[src/hdl/fdp_pkg.sv]
// Shared constants and types for the framed decimal parameter parser.
package fdp_pkg;

   localparam int DEF_NUM_FIELDS = 7;
   localparam int DEF_VALUE_BITS = 32;

   // Parameters shown on the result channel and their width
   localparam int OUT_PARAMS = 7;
   localparam int PARAM_W    = 32;
   localparam int COUNT_W    = 3;

   // Framing and token characters
   localparam logic [7:0] CH_STX   = 8'h02;
   localparam logic [7:0] CH_ETX   = 8'h03;
   localparam logic [7:0] CH_SPACE = 8'h20;
   localparam logic [7:0] CH_PLUS  = 8'h2B;
   localparam logic [7:0] CH_MINUS = 8'h2D;
   localparam logic [7:0] CH_ZERO  = 8'h30;
   localparam logic [7:0] CH_NINE  = 8'h39;
   localparam logic [7:0] CH_WS_LO = 8'h09;
   localparam logic [7:0] CH_WS_HI = 8'h0D;

   // Value of a field that was never reached
   localparam logic [PARAM_W-1:0] PARAM_ABSENT = '1;

   // Token phase codes
   localparam logic [1:0] PH_LEAD = 2'd0;  // skipping leading whitespace
   localparam logic [1:0] PH_SIGN = 2'd1;  // sign taken
   localparam logic [1:0] PH_DIG  = 2'd2;  // reading digits
   localparam logic [1:0] PH_STOP = 2'd3;  // token ended, rest ignored

   typedef struct packed {
      logic [OUT_PARAMS-1:0][PARAM_W-1:0] param;
      logic [COUNT_W-1:0]                 field_count;
   } rsp_payload_type;

endpackage

[src/hdl/fdp_channels.sv]
// Valid/ready channel interfaces for byte input and parameter results.
interface fdp_req_if;
   logic       valid;
   logic       ready;
   logic [7:0] rx_byte;

   modport source (output valid, output rx_byte, input ready);
   modport sink   (input valid, input rx_byte, output ready);
endinterface

interface fdp_rsp_if;
   logic               valid;
   logic               ready;
   logic signed [31:0] param_a;
   logic signed [31:0] param_b;
   logic signed [31:0] param_c;
   logic signed [31:0] param_d;
   logic signed [31:0] param_e;
   logic signed [31:0] param_f;
   logic signed [31:0] param_g;
   logic [2:0]         field_count;

   modport source (output valid, output param_a, output param_b, output param_c,
                   output param_d, output param_e, output param_f, output param_g,
                   output field_count, input ready);
   modport sink   (input valid, input param_a, input param_b, input param_c,
                   input param_d, input param_e, input param_f, input param_g,
                   input field_count, output ready);
endinterface

[src/hdl/fdp_frame_core.sv]
// Frame and token state, byte-wise update and result assembly.
module fdp_frame_core
   import fdp_pkg::*;
#(
   parameter int NUM_FIELDS = DEF_NUM_FIELDS,
   parameter int VALUE_BITS = DEF_VALUE_BITS
) (
   input  logic            clock,
   input  logic            reset,
   input  logic            beat_valid,
   input  logic [7:0]      rx_byte,
   output logic            res_push,
   output rsp_payload_type res_data
);

   localparam int FI_W = $clog2(NUM_FIELDS + 1);
   localparam int PW   = VALUE_BITS + 4;
   localparam logic [FI_W-1:0]       NF_FI   = FI_W'(NUM_FIELDS);
   localparam logic [COUNT_W-1:0]    NF_CNT  = COUNT_W'(NUM_FIELDS);
   localparam logic [VALUE_BITS-1:0] HALF    = {1'b1, {(VALUE_BITS-1){1'b0}}};
   localparam logic [VALUE_BITS-1:0] MAX_POS = HALF - 1'b1;

   logic                  in_frame_ff, in_frame_in;
   logic [FI_W-1:0]       fi_ff, fi_in;
   logic [VALUE_BITS-1:0] acc_ff, acc_in;
   logic                  neg_ff, neg_in;
   logic [1:0]            phase_ff, phase_in;
   logic [PARAM_W-1:0]    store_ff [NUM_FIELDS];
   logic [PARAM_W-1:0]    store_in [NUM_FIELDS];

   logic                  is_digit, is_ws, is_sign, fi_open;
   logic [PW-1:0]         prod;
   logic [VALUE_BITS-1:0] acc_digit;
   logic [PARAM_W-1:0]    tok_val;

   assign is_digit = (rx_byte >= CH_ZERO) && (rx_byte <= CH_NINE);
   assign is_ws    = (rx_byte >= CH_WS_LO) && (rx_byte <= CH_WS_HI);
   assign is_sign  = (rx_byte == CH_PLUS) || (rx_byte == CH_MINUS);
   assign fi_open  = fi_ff < NF_FI;

   // accum * 10 + digit, clamped to the magnitude of the most negative value
   assign prod      = (PW'(acc_ff) << 3) + (PW'(acc_ff) << 1) + PW'(rx_byte[3:0]);
   assign acc_digit = (prod > PW'(HALF)) ? HALF : prod[VALUE_BITS-1:0];

   always_comb begin
      if (neg_ff) begin
         tok_val = PARAM_W'(0) - PARAM_W'(acc_ff);
      end else if (acc_ff > MAX_POS) begin
         tok_val = PARAM_W'(MAX_POS);
      end else begin
         tok_val = PARAM_W'(acc_ff);
      end
   end

   always_comb begin
      in_frame_in = in_frame_ff;
      fi_in       = fi_ff;
      acc_in      = acc_ff;
      neg_in      = neg_ff;
      phase_in    = phase_ff;
      store_in    = store_ff;
      res_push    = 1'b0;
      if (beat_valid) begin
         if (rx_byte == CH_STX) begin
            in_frame_in = 1'b1;
            fi_in       = '0;
            acc_in      = '0;
            neg_in      = 1'b0;
            phase_in    = PH_LEAD;
            for (int e = 0; e < NUM_FIELDS; e++) begin
               store_in[e] = PARAM_ABSENT;
            end
         end else if (in_frame_ff) begin
            if (rx_byte == CH_ETX) begin
               res_push    = 1'b1;
               in_frame_in = 1'b0;
               for (int e = 0; e < NUM_FIELDS; e++) begin
                  if (fi_ff == FI_W'(e)) store_in[e] = tok_val;
               end
            end else if (fi_open) begin
               if (rx_byte == CH_SPACE) begin
                  for (int e = 0; e < NUM_FIELDS; e++) begin
                     if (fi_ff == FI_W'(e)) store_in[e] = tok_val;
                  end
                  fi_in    = fi_ff + 1'b1;
                  acc_in   = '0;
                  neg_in   = 1'b0;
                  phase_in = PH_LEAD;
               end else if (phase_ff != PH_STOP) begin
                  if (phase_ff == PH_LEAD && is_ws) begin
                     phase_in = PH_LEAD;
                  end else if (phase_ff == PH_LEAD && is_sign) begin
                     neg_in   = (rx_byte == CH_MINUS);
                     phase_in = PH_SIGN;
                  end else if (is_digit) begin
                     acc_in   = acc_digit;
                     phase_in = PH_DIG;
                  end else begin
                     phase_in = PH_STOP;
                  end
               end
            end
         end
      end
   end

   // Result: the open token bypasses the store on ETX
   generate
      for (genvar k = 0; k < OUT_PARAMS; k++) begin : g_out
         if (k < NUM_FIELDS) begin : g_live
            assign res_data.param[k] =
               (fi_ff == FI_W'(k)) ? tok_val : store_ff[k];
         end else begin : g_absent
            assign res_data.param[k] = PARAM_ABSENT;
         end
      end
   endgenerate

   assign res_data.field_count = fi_open ? COUNT_W'(fi_ff + 1'b1) : NF_CNT;

   always_ff @(posedge clock) begin
      if (reset) begin
         in_frame_ff <= 1'b0;
         fi_ff       <= '0;
         acc_ff      <= '0;
         neg_ff      <= 1'b0;
         phase_ff    <= PH_LEAD;
      end else begin
         in_frame_ff <= in_frame_in;
         fi_ff       <= fi_in;
         acc_ff      <= acc_in;
         neg_ff      <= neg_in;
         phase_ff    <= phase_in;
      end
   end

   // Any read of the store is preceded by STX, which fills it
   always_ff @(posedge clock) begin
      store_ff <= store_in;
   end

endmodule

[src/hdl/fdp_rsp_buffer.sv]
// Result register with a skid stage behind it.
module fdp_rsp_buffer
   import fdp_pkg::*;
(
   input  logic            clock,
   input  logic            reset,
   input  logic            push,
   input  rsp_payload_type push_data,
   output logic            space,
   output logic            out_valid,
   output rsp_payload_type out_data,
   input  logic            out_ready
);

   logic            out_valid_ff, out_valid_in;
   logic            skid_valid_ff, skid_valid_in;
   rsp_payload_type out_data_ff, out_data_in;
   rsp_payload_type skid_data_ff, skid_data_in;
   logic            pop;

   assign pop   = out_valid_ff && out_ready;
   assign space = !skid_valid_ff;

   always_comb begin
      out_valid_in  = out_valid_ff;
      skid_valid_in = skid_valid_ff;
      out_data_in   = out_data_ff;
      skid_data_in  = skid_data_ff;
      if (pop) begin
         if (skid_valid_ff) begin
            out_data_in   = skid_data_ff;
            skid_valid_in = 1'b0;
         end else if (push) begin
            out_data_in = push_data;
         end else begin
            out_valid_in = 1'b0;
         end
      end else if (push) begin
         if (!out_valid_ff) begin
            out_data_in  = push_data;
            out_valid_in = 1'b1;
         end else begin
            skid_data_in  = push_data;
            skid_valid_in = 1'b1;
         end
      end
   end

   always_ff @(posedge clock) begin
      if (reset) begin
         out_valid_ff  <= 1'b0;
         skid_valid_ff <= 1'b0;
      end else begin
         out_valid_ff  <= out_valid_in;
         skid_valid_ff <= skid_valid_in;
      end
   end

   always_ff @(posedge clock) begin
      out_data_ff  <= out_data_in;
      skid_data_ff <= skid_data_in;
   end

   assign out_valid = out_valid_ff;
   assign out_data  = out_data_ff;

endmodule

[src/hdl/framed_decimal_param_parser_top.sv]
// Framed decimal parameter parser, top level.
//
// Takes one received byte per beat on req and reads STX/ETX framed ASCII
// commands. STX opens (or restarts) a frame and sets every parameter to -1.
// Inside the frame, space-separated tokens convert like atoi: leading
// 0x09..0x0D skipped, optional +/- sign, digits up to the first non-digit,
// empty token = 0. Magnitudes saturate to the signed VALUE_BITS range and
// are sign-extended to 32 bits. After NUM_FIELDS space-ended fields,
// everything up to ETX is dropped. ETX stores the open token and sends one
// rsp beat: param_a..param_g (fields not reached read -1) and field_count.
// Bytes outside a frame, ETX included, are dropped with no result.
//
// Rate: one byte per clock while req.ready is high. The byte update (accumulate
// x10 plus digit with clamp) sits between the frame state registers and the
// result register; the ETX result is registered there before it shows on rsp.
// A result register plus a one-deep skid stage sit on rsp; req.ready drops
// only while both hold results that rsp has not taken.
module framed_decimal_param_parser_top
   import fdp_pkg::*;
#(
   parameter int NUM_FIELDS = DEF_NUM_FIELDS,  // 1..7
   parameter int VALUE_BITS = DEF_VALUE_BITS   // 8..32
) (
   input  logic      clock,
   input  logic      reset,
   fdp_req_if.sink   req,
   fdp_rsp_if.source rsp
);

   logic            req_beat;
   logic            res_push;
   logic            buf_space;
   rsp_payload_type res_data;
   rsp_payload_type out_data;

   assign req.ready = buf_space;
   assign req_beat  = req.valid && buf_space;

   fdp_frame_core #(
      .NUM_FIELDS (NUM_FIELDS),
      .VALUE_BITS (VALUE_BITS)
   ) u_core (
      .clock      (clock),
      .reset      (reset),
      .beat_valid (req_beat),
      .rx_byte    (req.rx_byte),
      .res_push   (res_push),
      .res_data   (res_data)
   );

   fdp_rsp_buffer u_rsp_buf (
      .clock     (clock),
      .reset     (reset),
      .push      (res_push),
      .push_data (res_data),
      .space     (buf_space),
      .out_valid (rsp.valid),
      .out_data  (out_data),
      .out_ready (rsp.ready)
   );

   // Fan the result word out onto the named fields
   assign rsp.param_a     = out_data.param[0];
   assign rsp.param_b     = out_data.param[1];
   assign rsp.param_c     = out_data.param[2];
   assign rsp.param_d     = out_data.param[3];
   assign rsp.param_e     = out_data.param[4];
   assign rsp.param_f     = out_data.param[5];
   assign rsp.param_g     = out_data.param[6];
   assign rsp.field_count = out_data.field_count;

endmodule

[src/flat_wrapper.sv]
// flat-port wrapper written by rule: the top's interface ports become plain ports
module framed_decimal_param_parser_top_flat import fdp_pkg::*;
#(
   parameter int NUM_FIELDS = DEF_NUM_FIELDS,         
   parameter int VALUE_BITS = DEF_VALUE_BITS           
)
  (clock, reset, req_valid, req_rx_byte, req_ready, rsp_valid, rsp_param_a, rsp_param_b, rsp_param_c, rsp_param_d, rsp_param_e, rsp_param_f, rsp_param_g, rsp_field_count, rsp_ready);
  fdp_req_if req_i ();
  fdp_rsp_if rsp_i ();
  input  logic clock;
  input  logic reset;
  input wire logic [$bits(req_i.valid)-1:0] req_valid;
  input wire logic [$bits(req_i.rx_byte)-1:0] req_rx_byte;
  output wire logic [$bits(req_i.ready)-1:0] req_ready;
  output wire logic [$bits(rsp_i.valid)-1:0] rsp_valid;
  output wire logic [$bits(rsp_i.param_a)-1:0] rsp_param_a;
  output wire logic [$bits(rsp_i.param_b)-1:0] rsp_param_b;
  output wire logic [$bits(rsp_i.param_c)-1:0] rsp_param_c;
  output wire logic [$bits(rsp_i.param_d)-1:0] rsp_param_d;
  output wire logic [$bits(rsp_i.param_e)-1:0] rsp_param_e;
  output wire logic [$bits(rsp_i.param_f)-1:0] rsp_param_f;
  output wire logic [$bits(rsp_i.param_g)-1:0] rsp_param_g;
  output wire logic [$bits(rsp_i.field_count)-1:0] rsp_field_count;
  input wire logic [$bits(rsp_i.ready)-1:0] rsp_ready;
  assign req_i.valid = req_valid;
  assign req_i.rx_byte = req_rx_byte;
  assign req_ready = req_i.ready;
  assign rsp_valid = rsp_i.valid;
  assign rsp_param_a = rsp_i.param_a;
  assign rsp_param_b = rsp_i.param_b;
  assign rsp_param_c = rsp_i.param_c;
  assign rsp_param_d = rsp_i.param_d;
  assign rsp_param_e = rsp_i.param_e;
  assign rsp_param_f = rsp_i.param_f;
  assign rsp_param_g = rsp_i.param_g;
  assign rsp_field_count = rsp_i.field_count;
  assign rsp_i.ready = rsp_ready;
  framed_decimal_param_parser_top #(.NUM_FIELDS(NUM_FIELDS), .VALUE_BITS(VALUE_BITS)) u_core (.clock(clock), .reset(reset), .req(req_i), .rsp(rsp_i));
endmodule
[config.mk]
export PLATFORM = sky130hd
export DESIGN_NAME = framed_decimal_param_parser_top_flat
export DESIGN_NICKNAME = d
export VERILOG_FILES = /design/src/hdl/fdp_pkg.sv /design/src/hdl/fdp_channels.sv /design/src/hdl/fdp_frame_core.sv /design/src/hdl/fdp_rsp_buffer.sv /design/src/hdl/framed_decimal_param_parser_top.sv /design/src/flat_wrapper.sv
export SDC_FILE = /design/constraint.sdc
export NUM_CORES = 1
export LEC_CHECK = 0
export ABC_AREA = 1
export BUFFER_PORTS_ARGS = -buffer_cell sky130_fd_sc_hd__buf_2
export CAP_MARGIN = 30
export CORE_ASPECT_RATIO = 1.4
export CORE_MARGIN = 2
export CORE_UTILIZATION = 45
export DETAILED_ROUTE_END_ITERATION = 10
export PLACE_DENSITY = 0.65
export SLEW_MARGIN = 20
export SYNTH_ARGS = -nofsm -noshare
export SYNTH_HDL_FRONTEND = slang
export SYNTH_SLANG_ARGS = --single-unit
[constraint.sdc]
create_clock -name clock -period 19.47 [get_ports clock]
set_input_delay 0.9735 -clock clock [delete_from_list [all_inputs] [get_ports clock]]
set_output_delay 0.9735 -clock clock [all_outputs]
set_load 0.05 [all_outputs]
Word-level counts from Yosys, hierarchy flattened
Cells that the tools add are included.
{ "word_totals": {"register_bits": 719, "inputBits": 12, "out_inout_bits": 229, "elab_cells": 152} }
{ "classes": {"add_sub_neg": 4, "magnitude_cmp": 7, "n_eq_ne": 18, "n_mux": 62, "bitwise_logic": 1, "n_reduce_logical": 30} }
{ "ops": {"columns": ["op", "n"], "rows": [
  ["$mux 227", 5],
  ["$mux 224", 4],
  ["$mux 32", 19],
  ["$add 35x33->36", 1],
  ["$add 36x4->36", 1],
  ["$gt 36x32->1 const B", 1],
  ["$gt 32x31->1 const B", 1],
  ["$sub 1x32->32 const A", 1],
  ["$eq 8x6->1 const B", 3],
  ["$mux 1", 20],
  ["$mux 3", 6],
  ["$eq 8x2->1 const B", 2],
  ["$mux 2", 8],
  ["$reduce_bool 3->1", 5],
  ["$reduce_and 5->1", 2],
  ["$reduce_bool 2->1", 5],
  ["$eq 3x3->1 const B", 3],
  ["$reduce_and 3->1", 3],
  ["$ge 8x4->1 const B", 1],
  ["$ge 8x6->1 const B", 1],
  ["$le 8x4->1 const B", 1],
  ["$le 8x6->1 const B", 1],
  ["$ne 2x2->1 const B", 4],
  ["$reduce_and 8->1", 1],
  ["other kinds (16)", 23]
]} }

Depth between registers and ports, before layout
{ "depth": {"depth_word": 13, "depth_mapped": 22, "ltp_nobuf": 21} }

Hierarchy
Synthesis repeated with hierarchy kept, for this count alone.
{ "hier_totals": {"hier_cells": 3484, "area_unflattened_um2": 33727.3} }
{ "modules_own_cells": {"columns": ["mod", "n_inst", "cells_each", "area_per_inst_um2", "seq_area_each_um2"], "rows": [
  ["fdp_rsp_buffer", 1, 1203, 16877.4, 13673.1],
  ["fdp_frame_core", 1, 2279, 16842.4, 7507.2],
  ["framed_decimal_param_parser_top", 1, 2, 7.5, 0.0]
]} }

Worst setup path after synthesis
OpenSTA, ideal clock, no wires.
{ "synth_timing": {"path_type": "input-to-reg", "startpoint": "in req_rx_byte[7]", "endpoint": "reg u_core.u_rsp_buf.out_data_ff, in the netlist u_core.u_rsp_buf.out_data[0] (enable)", "setup_ns": 1.149, "t_arrival_ns": 18.398, "required_time_ns": 18.321, "path_slack_ns": -0.077, "path_stages": 6, "path_buffers": 0, "cell_sequence": "nor2_2 nand3_2 nor3_1 nand3_1 ha_1 a211oi_1"} }
{ "synth_via": {"elab_chain_cells": 7, "word_cells_on_any_way": 9, "classes_between": "2 x eq/ne; 4 x mux; 3 x reduce/logical"} }
{ "synth_lines": {"columns": ["item", "line_no", "source"], "rows": [
  ["start: declaration", "flat_wrapper.sv:13", "input wire logic [$bits(req_i.rx_byte)-1:0] req_rx_byte;"],
  ["$eq 8x2->1", "fdp_frame_core.sv:74", "if (rx_byte == CH_ETX) begin"],
  ["$mux 1", "fdp_frame_core.sv:74", null],
  ["$mux 1", "fdp_frame_core.sv:73", "end else if (in_frame_ff) begin"],
  ["$mux 1 *", "fdp_frame_core.sv:64", "if (rx_byte == CH_STX) begin"],
  ["$mux 1 *", "fdp_frame_core.sv:63", "if (beat_valid) begin"],
  ["$reduce_bool 2->1 (no source line)", null, null],
  ["$reduce_and 3->1 (no source line) *", null, null],
  ["end signal: assignment", "fdp_rsp_buffer.sv:60", "out_data_ff <= out_data_in;"],
  ["end: declaration", "fdp_rsp_buffer.sv:17", "rsp_payload_type out_data_ff, out_data_in;"]
]} }
Mark *: on every way between the ends. The rest lies on a longest branch, timed or not.
A chain may end at the register's enable or synchronous reset.

Final worst setup path
{ "layout_timing": {"startpoint": "in req_rx_byte[7]", "endpoint": "reg u_core.u_core.store_ff[132] (netlist name) (enable)"} }
{ "layout_via": {"elab_chain_cells": 3, "word_cells_on_any_way": 7, "classes_between": "3 x eq/ne; 4 x reduce/logical"} }
{ "layout_lines": {"columns": ["item", "line_no", "source"], "rows": [
  ["$eq 8x2->1, or another cell as far along", "fdp_frame_core.sv:64", null],
  ["$reduce_bool 3->1 (no source line) / $reduce_bool 2->1 (equally long branches)", null, null],
  ["$reduce_and 4->1 (no source line) *", null, null],
  ["end signal: assignment", "fdp_frame_core.sv:139", "store_ff <= store_in;"],
  ["end: declaration", "fdp_frame_core.sv:28", "logic [PARAM_W-1:0] store_ff [NUM_FIELDS];"]
]} }
Marks and branches as above.

==> flow_summary.json <==
{
  "status": "complete, no violations",
  "drv_cap": 0,
  "gp_congestion": 0.9250,
  "postSynth.asyncResetShare_pct": 0,
  "area_growth_pct": 13.26,
  "reg2reg_from": "u_core.u_core.acc_ff[0]$_SDFFE_PP0P_",
  "synth.largest_area_cell": "edfxtp_1",
  "port_buffers": 240,
  "synth_area_leaders": "edfxtp_1, nand2_1, o21ai_0",
  "grt_pass1_wl_um": 131300,
  "synth_cells": 3365,
  "rr_worst_depth": 17,
  "synth_edf_count": 678,
  "synth.most_common_cell": "nand2_1",
  "ys.flop_type": "edfxtp_1",
  "grt_max_degree": 253,
  "rr_endpoint": "u_core.u_core.acc_ff[20]$_SDFFE_PP0P_",
  "final_layout_size_suffix_gt1_share_pct": 12.28,
  "ir_worst_vdd_mv": 0.06141,
  "p_leak_nw": 15.64,
  "final_hold_viol_count": 0,
  "finClkSkew_ns": 0.02104,
  "startpoint": "req_rx_byte[7]",
  "clock_sinks": 719,
  "rsz0062_at_grt": "false",
  "synth.distinct_cells": 47,
  "crit_end": "u_core.u_core.store_ff[132]$_SDFFCE_PP1P_",
  "postCtsSetupRepairBufs": 0,
  "first_pass_iters": 8,
  "cp-start-kind": "primary input",
  "io_pins": 241,
  "synthTopCellsByCount": "nand2_1, edfxtp_1, inv_1",
  "die_y_um": 324.8,
  "worst_slack_ns": 15.00,
  "hp-class": "flip-flop to flip-flop",
  "avgSynthCellArea_um2": 9.831,
  "drt_iter0_drc": 2441,
  "ys_seq_area_share_pct": 64.03,
  "stdcell_count": 4569,
  "hpwl_um": 58020,
  "place_inst": 4452,
  "finalCriticalPeriod_ns": 4.473,
  "reg2reg_slack_ns": 15.33,
  "gr-total-overflow": 0,
  "whs_path_depth": 2,
  "cts_buffers": 61,
  "via_per_inst": 5.120,
  "cts_resized": 0,
  "yosys_warnings": 0,
  "antenna_left": 0,
  "clockRootBuffer": "clkbuf_16",
  "power_mw": 2.893,
  "dieArea_um2": 75730,
  "initial_core_util_pct": 45.47,
  "drc": 0,
  "via_count": 23391,
  "wirelength_um": 87620,
  "tns_ns": 0,
  "worstPathArrival_ns": 4.71,
  "grt_pass1_vias": 22271,
  "tritoncts": "yes",
  "crit_type": "primary input to flip-flop",
  "synth_nets": 3449,
  "max_slew_margin_pct": 28.20,
  "end_kind": "flip-flop",
  "syn_area_um2": 33080,
  "yosys.area.top_type_share_pct": 61.55,
  "nets": 3654,
  "finalCritPeriodShare_pct": 22.97,
  "core_area_um2": 72760,
  "worstPathMaxFanout": 156,
  "holdBufCountCts": 0,
  "clkLatencyLatePin_ns": 0.62,
  "wl_per_cell_um": 19.18,
  "slew_viol_final": 0,
  "synth_seq_cells": 719,
  "p_per_area_nw_per_um2": 77.22,
  "report.final.setup_viol": 0,
  "fp-row-count": 117,
  "antenna_found_initial": 6,
  "tightest_slew_ns": 1.077,
  "clock_path_buffers": 3,
  "worst_ep_required_time_ns": 19.71,
  "fmax_mhz": 223.6,
  "die_x_um": 233.1,
  "path_clk_slew_ns": 0.07,
  "htreeDepth": 2,
  "grt_usage_pct": 22.86,
  "dp_slack_ns": 14.37
}
==> worst max-delay path, cell delays in order <==
cell and delay [ns]:
buf_2 0.10, nor2_2 0.19, nand3_2 0.14, nor4_4 0.14, buf_4 0.31, inv_8 0.25, nand2_2 0.29, inv_1 0.16
o21ai_4 0.34, buf_4 0.75, buf_12 0.62
==> sequential cells by signal (all words and copies together) (netlist names) <==
name / flops
u_core.u_core.acc_ff: 32
u_core.u_rsp_buf.out_data: 227
u_core.u_core.in_frame_ff: 1
u_core.u_core.neg_ff: 1
u_core.u_core.fi_ff: 3
u_core.u_rsp_buf.out_valid: 1
u_core.u_core.phase_ff: 2
u_core.u_rsp_buf.skid_data_ff: 227
u_core.u_core.store_ff: 224
u_core.u_rsp_buf.skid_valid_ff: 1
==> worst min-delay path by stage <==
stage                                                 startpoint                                      to
after global routing      u_core.u_core.phase_ff[0]$_SDFFE_PP0P_  u_core.u_core.phase_ff[0]$_SDFFE_PP0P_
after floorplan           u_core.u_core.phase_ff[0]$_SDFFE_PP0P_  u_core.u_core.phase_ff[0]$_SDFFE_PP0P_
after detailed placement  u_core.u_core.phase_ff[0]$_SDFFE_PP0P_  u_core.u_core.phase_ff[0]$_SDFFE_PP0P_
after CTS                 u_core.u_core.phase_ff[0]$_SDFFE_PP0P_  u_core.u_core.phase_ff[0]$_SDFFE_PP0P_
after global placement    u_core.u_core.phase_ff[1]$_SDFFE_PP0P_  u_core.u_core.phase_ff[1]$_SDFFE_PP0P_
final                     u_core.u_core.in_frame_ff$_SDFFE_PP0P_  u_core.u_core.in_frame_ff$_SDFFE_PP0P_
==> per-layer routing <==
layer	wire length [um]	global-route usage (%)	vias up
li1	-	-	11524
met1	36560	30.38	10995
met2	42110	37.87	706
met3	4606	1.870	162
met4	4321	10.86	4
met5	20	0	-
==> cells by family (layout without fill, tap and decap cells) <==
kind of cell | count (synthesis) | in the layout | synth area share [%]
other | 0 | 2 | 0
DFF | 719 | 719 | 64.03
xor gates and xnor gates | 10 | 10 | 0.2648
and+or+nand+nor | 1384 | 1384 | 16.97
AOI/OAI and AO/OA | 547 | 547 | 8.741
buffers and inverters | 633 | 883 | 7.224
adders and majority gates | 72 | 72 | 2.769
==> through the flow <==
| step | utilization [%] | hold WS [ns] | cell area [um2] |
|---|---|---|---|
| after global routing | 51.50 | 0.5096 | 37470 |
| after detailed placement | 48.64 | 0.4781 | 35390 |
| final | 51.50 | 0.4897 | 37470 |
| after CTS | 51.32 | 0.4896 | 37340 |
| after global placement | 48.51 | 0.4679 | 35290 |
| after floorplan | - | 0.4568 | 33090 |
==> layout by cell type (no fill, tap or decap), drive strengths merged <==
cell type  count
o211a          1
clkinvlp       4
nor3          20
nor4           4
fa             2
a21oi         67
o211ai         5
nand3        100
o21a          10
nand3b         4
edfxtp       678
o31ai          2
a21o           1
nand2       1064
o21bai         5
diode          2
a211oi         3
ha            70
nand4         36
a21boi         5
o21ai        435
nor2         123
buf          277
and2           1
xor2           7
or2           32
xnor2          3
a2111oi        1
clkbuf        67
bufinv         8
inv          492
clkinv        35
dfxtp         41
a31oi         12
==> final cells by class <==
class	instances	area [um2]
Antenna cell	2	5.005
Fill cell	6542	35290
Timing Repair Buffer	277	1645
Clock inverter	41	400.4
Sequential cell	719	21180
Tap cell	952	1191
Inverter	498	1878
Multi-Input combinational cell	2013	9619
Clock buffer	67	1549
==> where the power goes <==
group	internal (mW)	leakage, nW	switching, mW	total [mW]
Sequential	1.66	6.41	0.0000273	1.66
Combinational	0.00226	8.28	0.00583	0.00809
Clock	0.676	0.950	0.546	1.22
(Power assumes the default switching activity.)
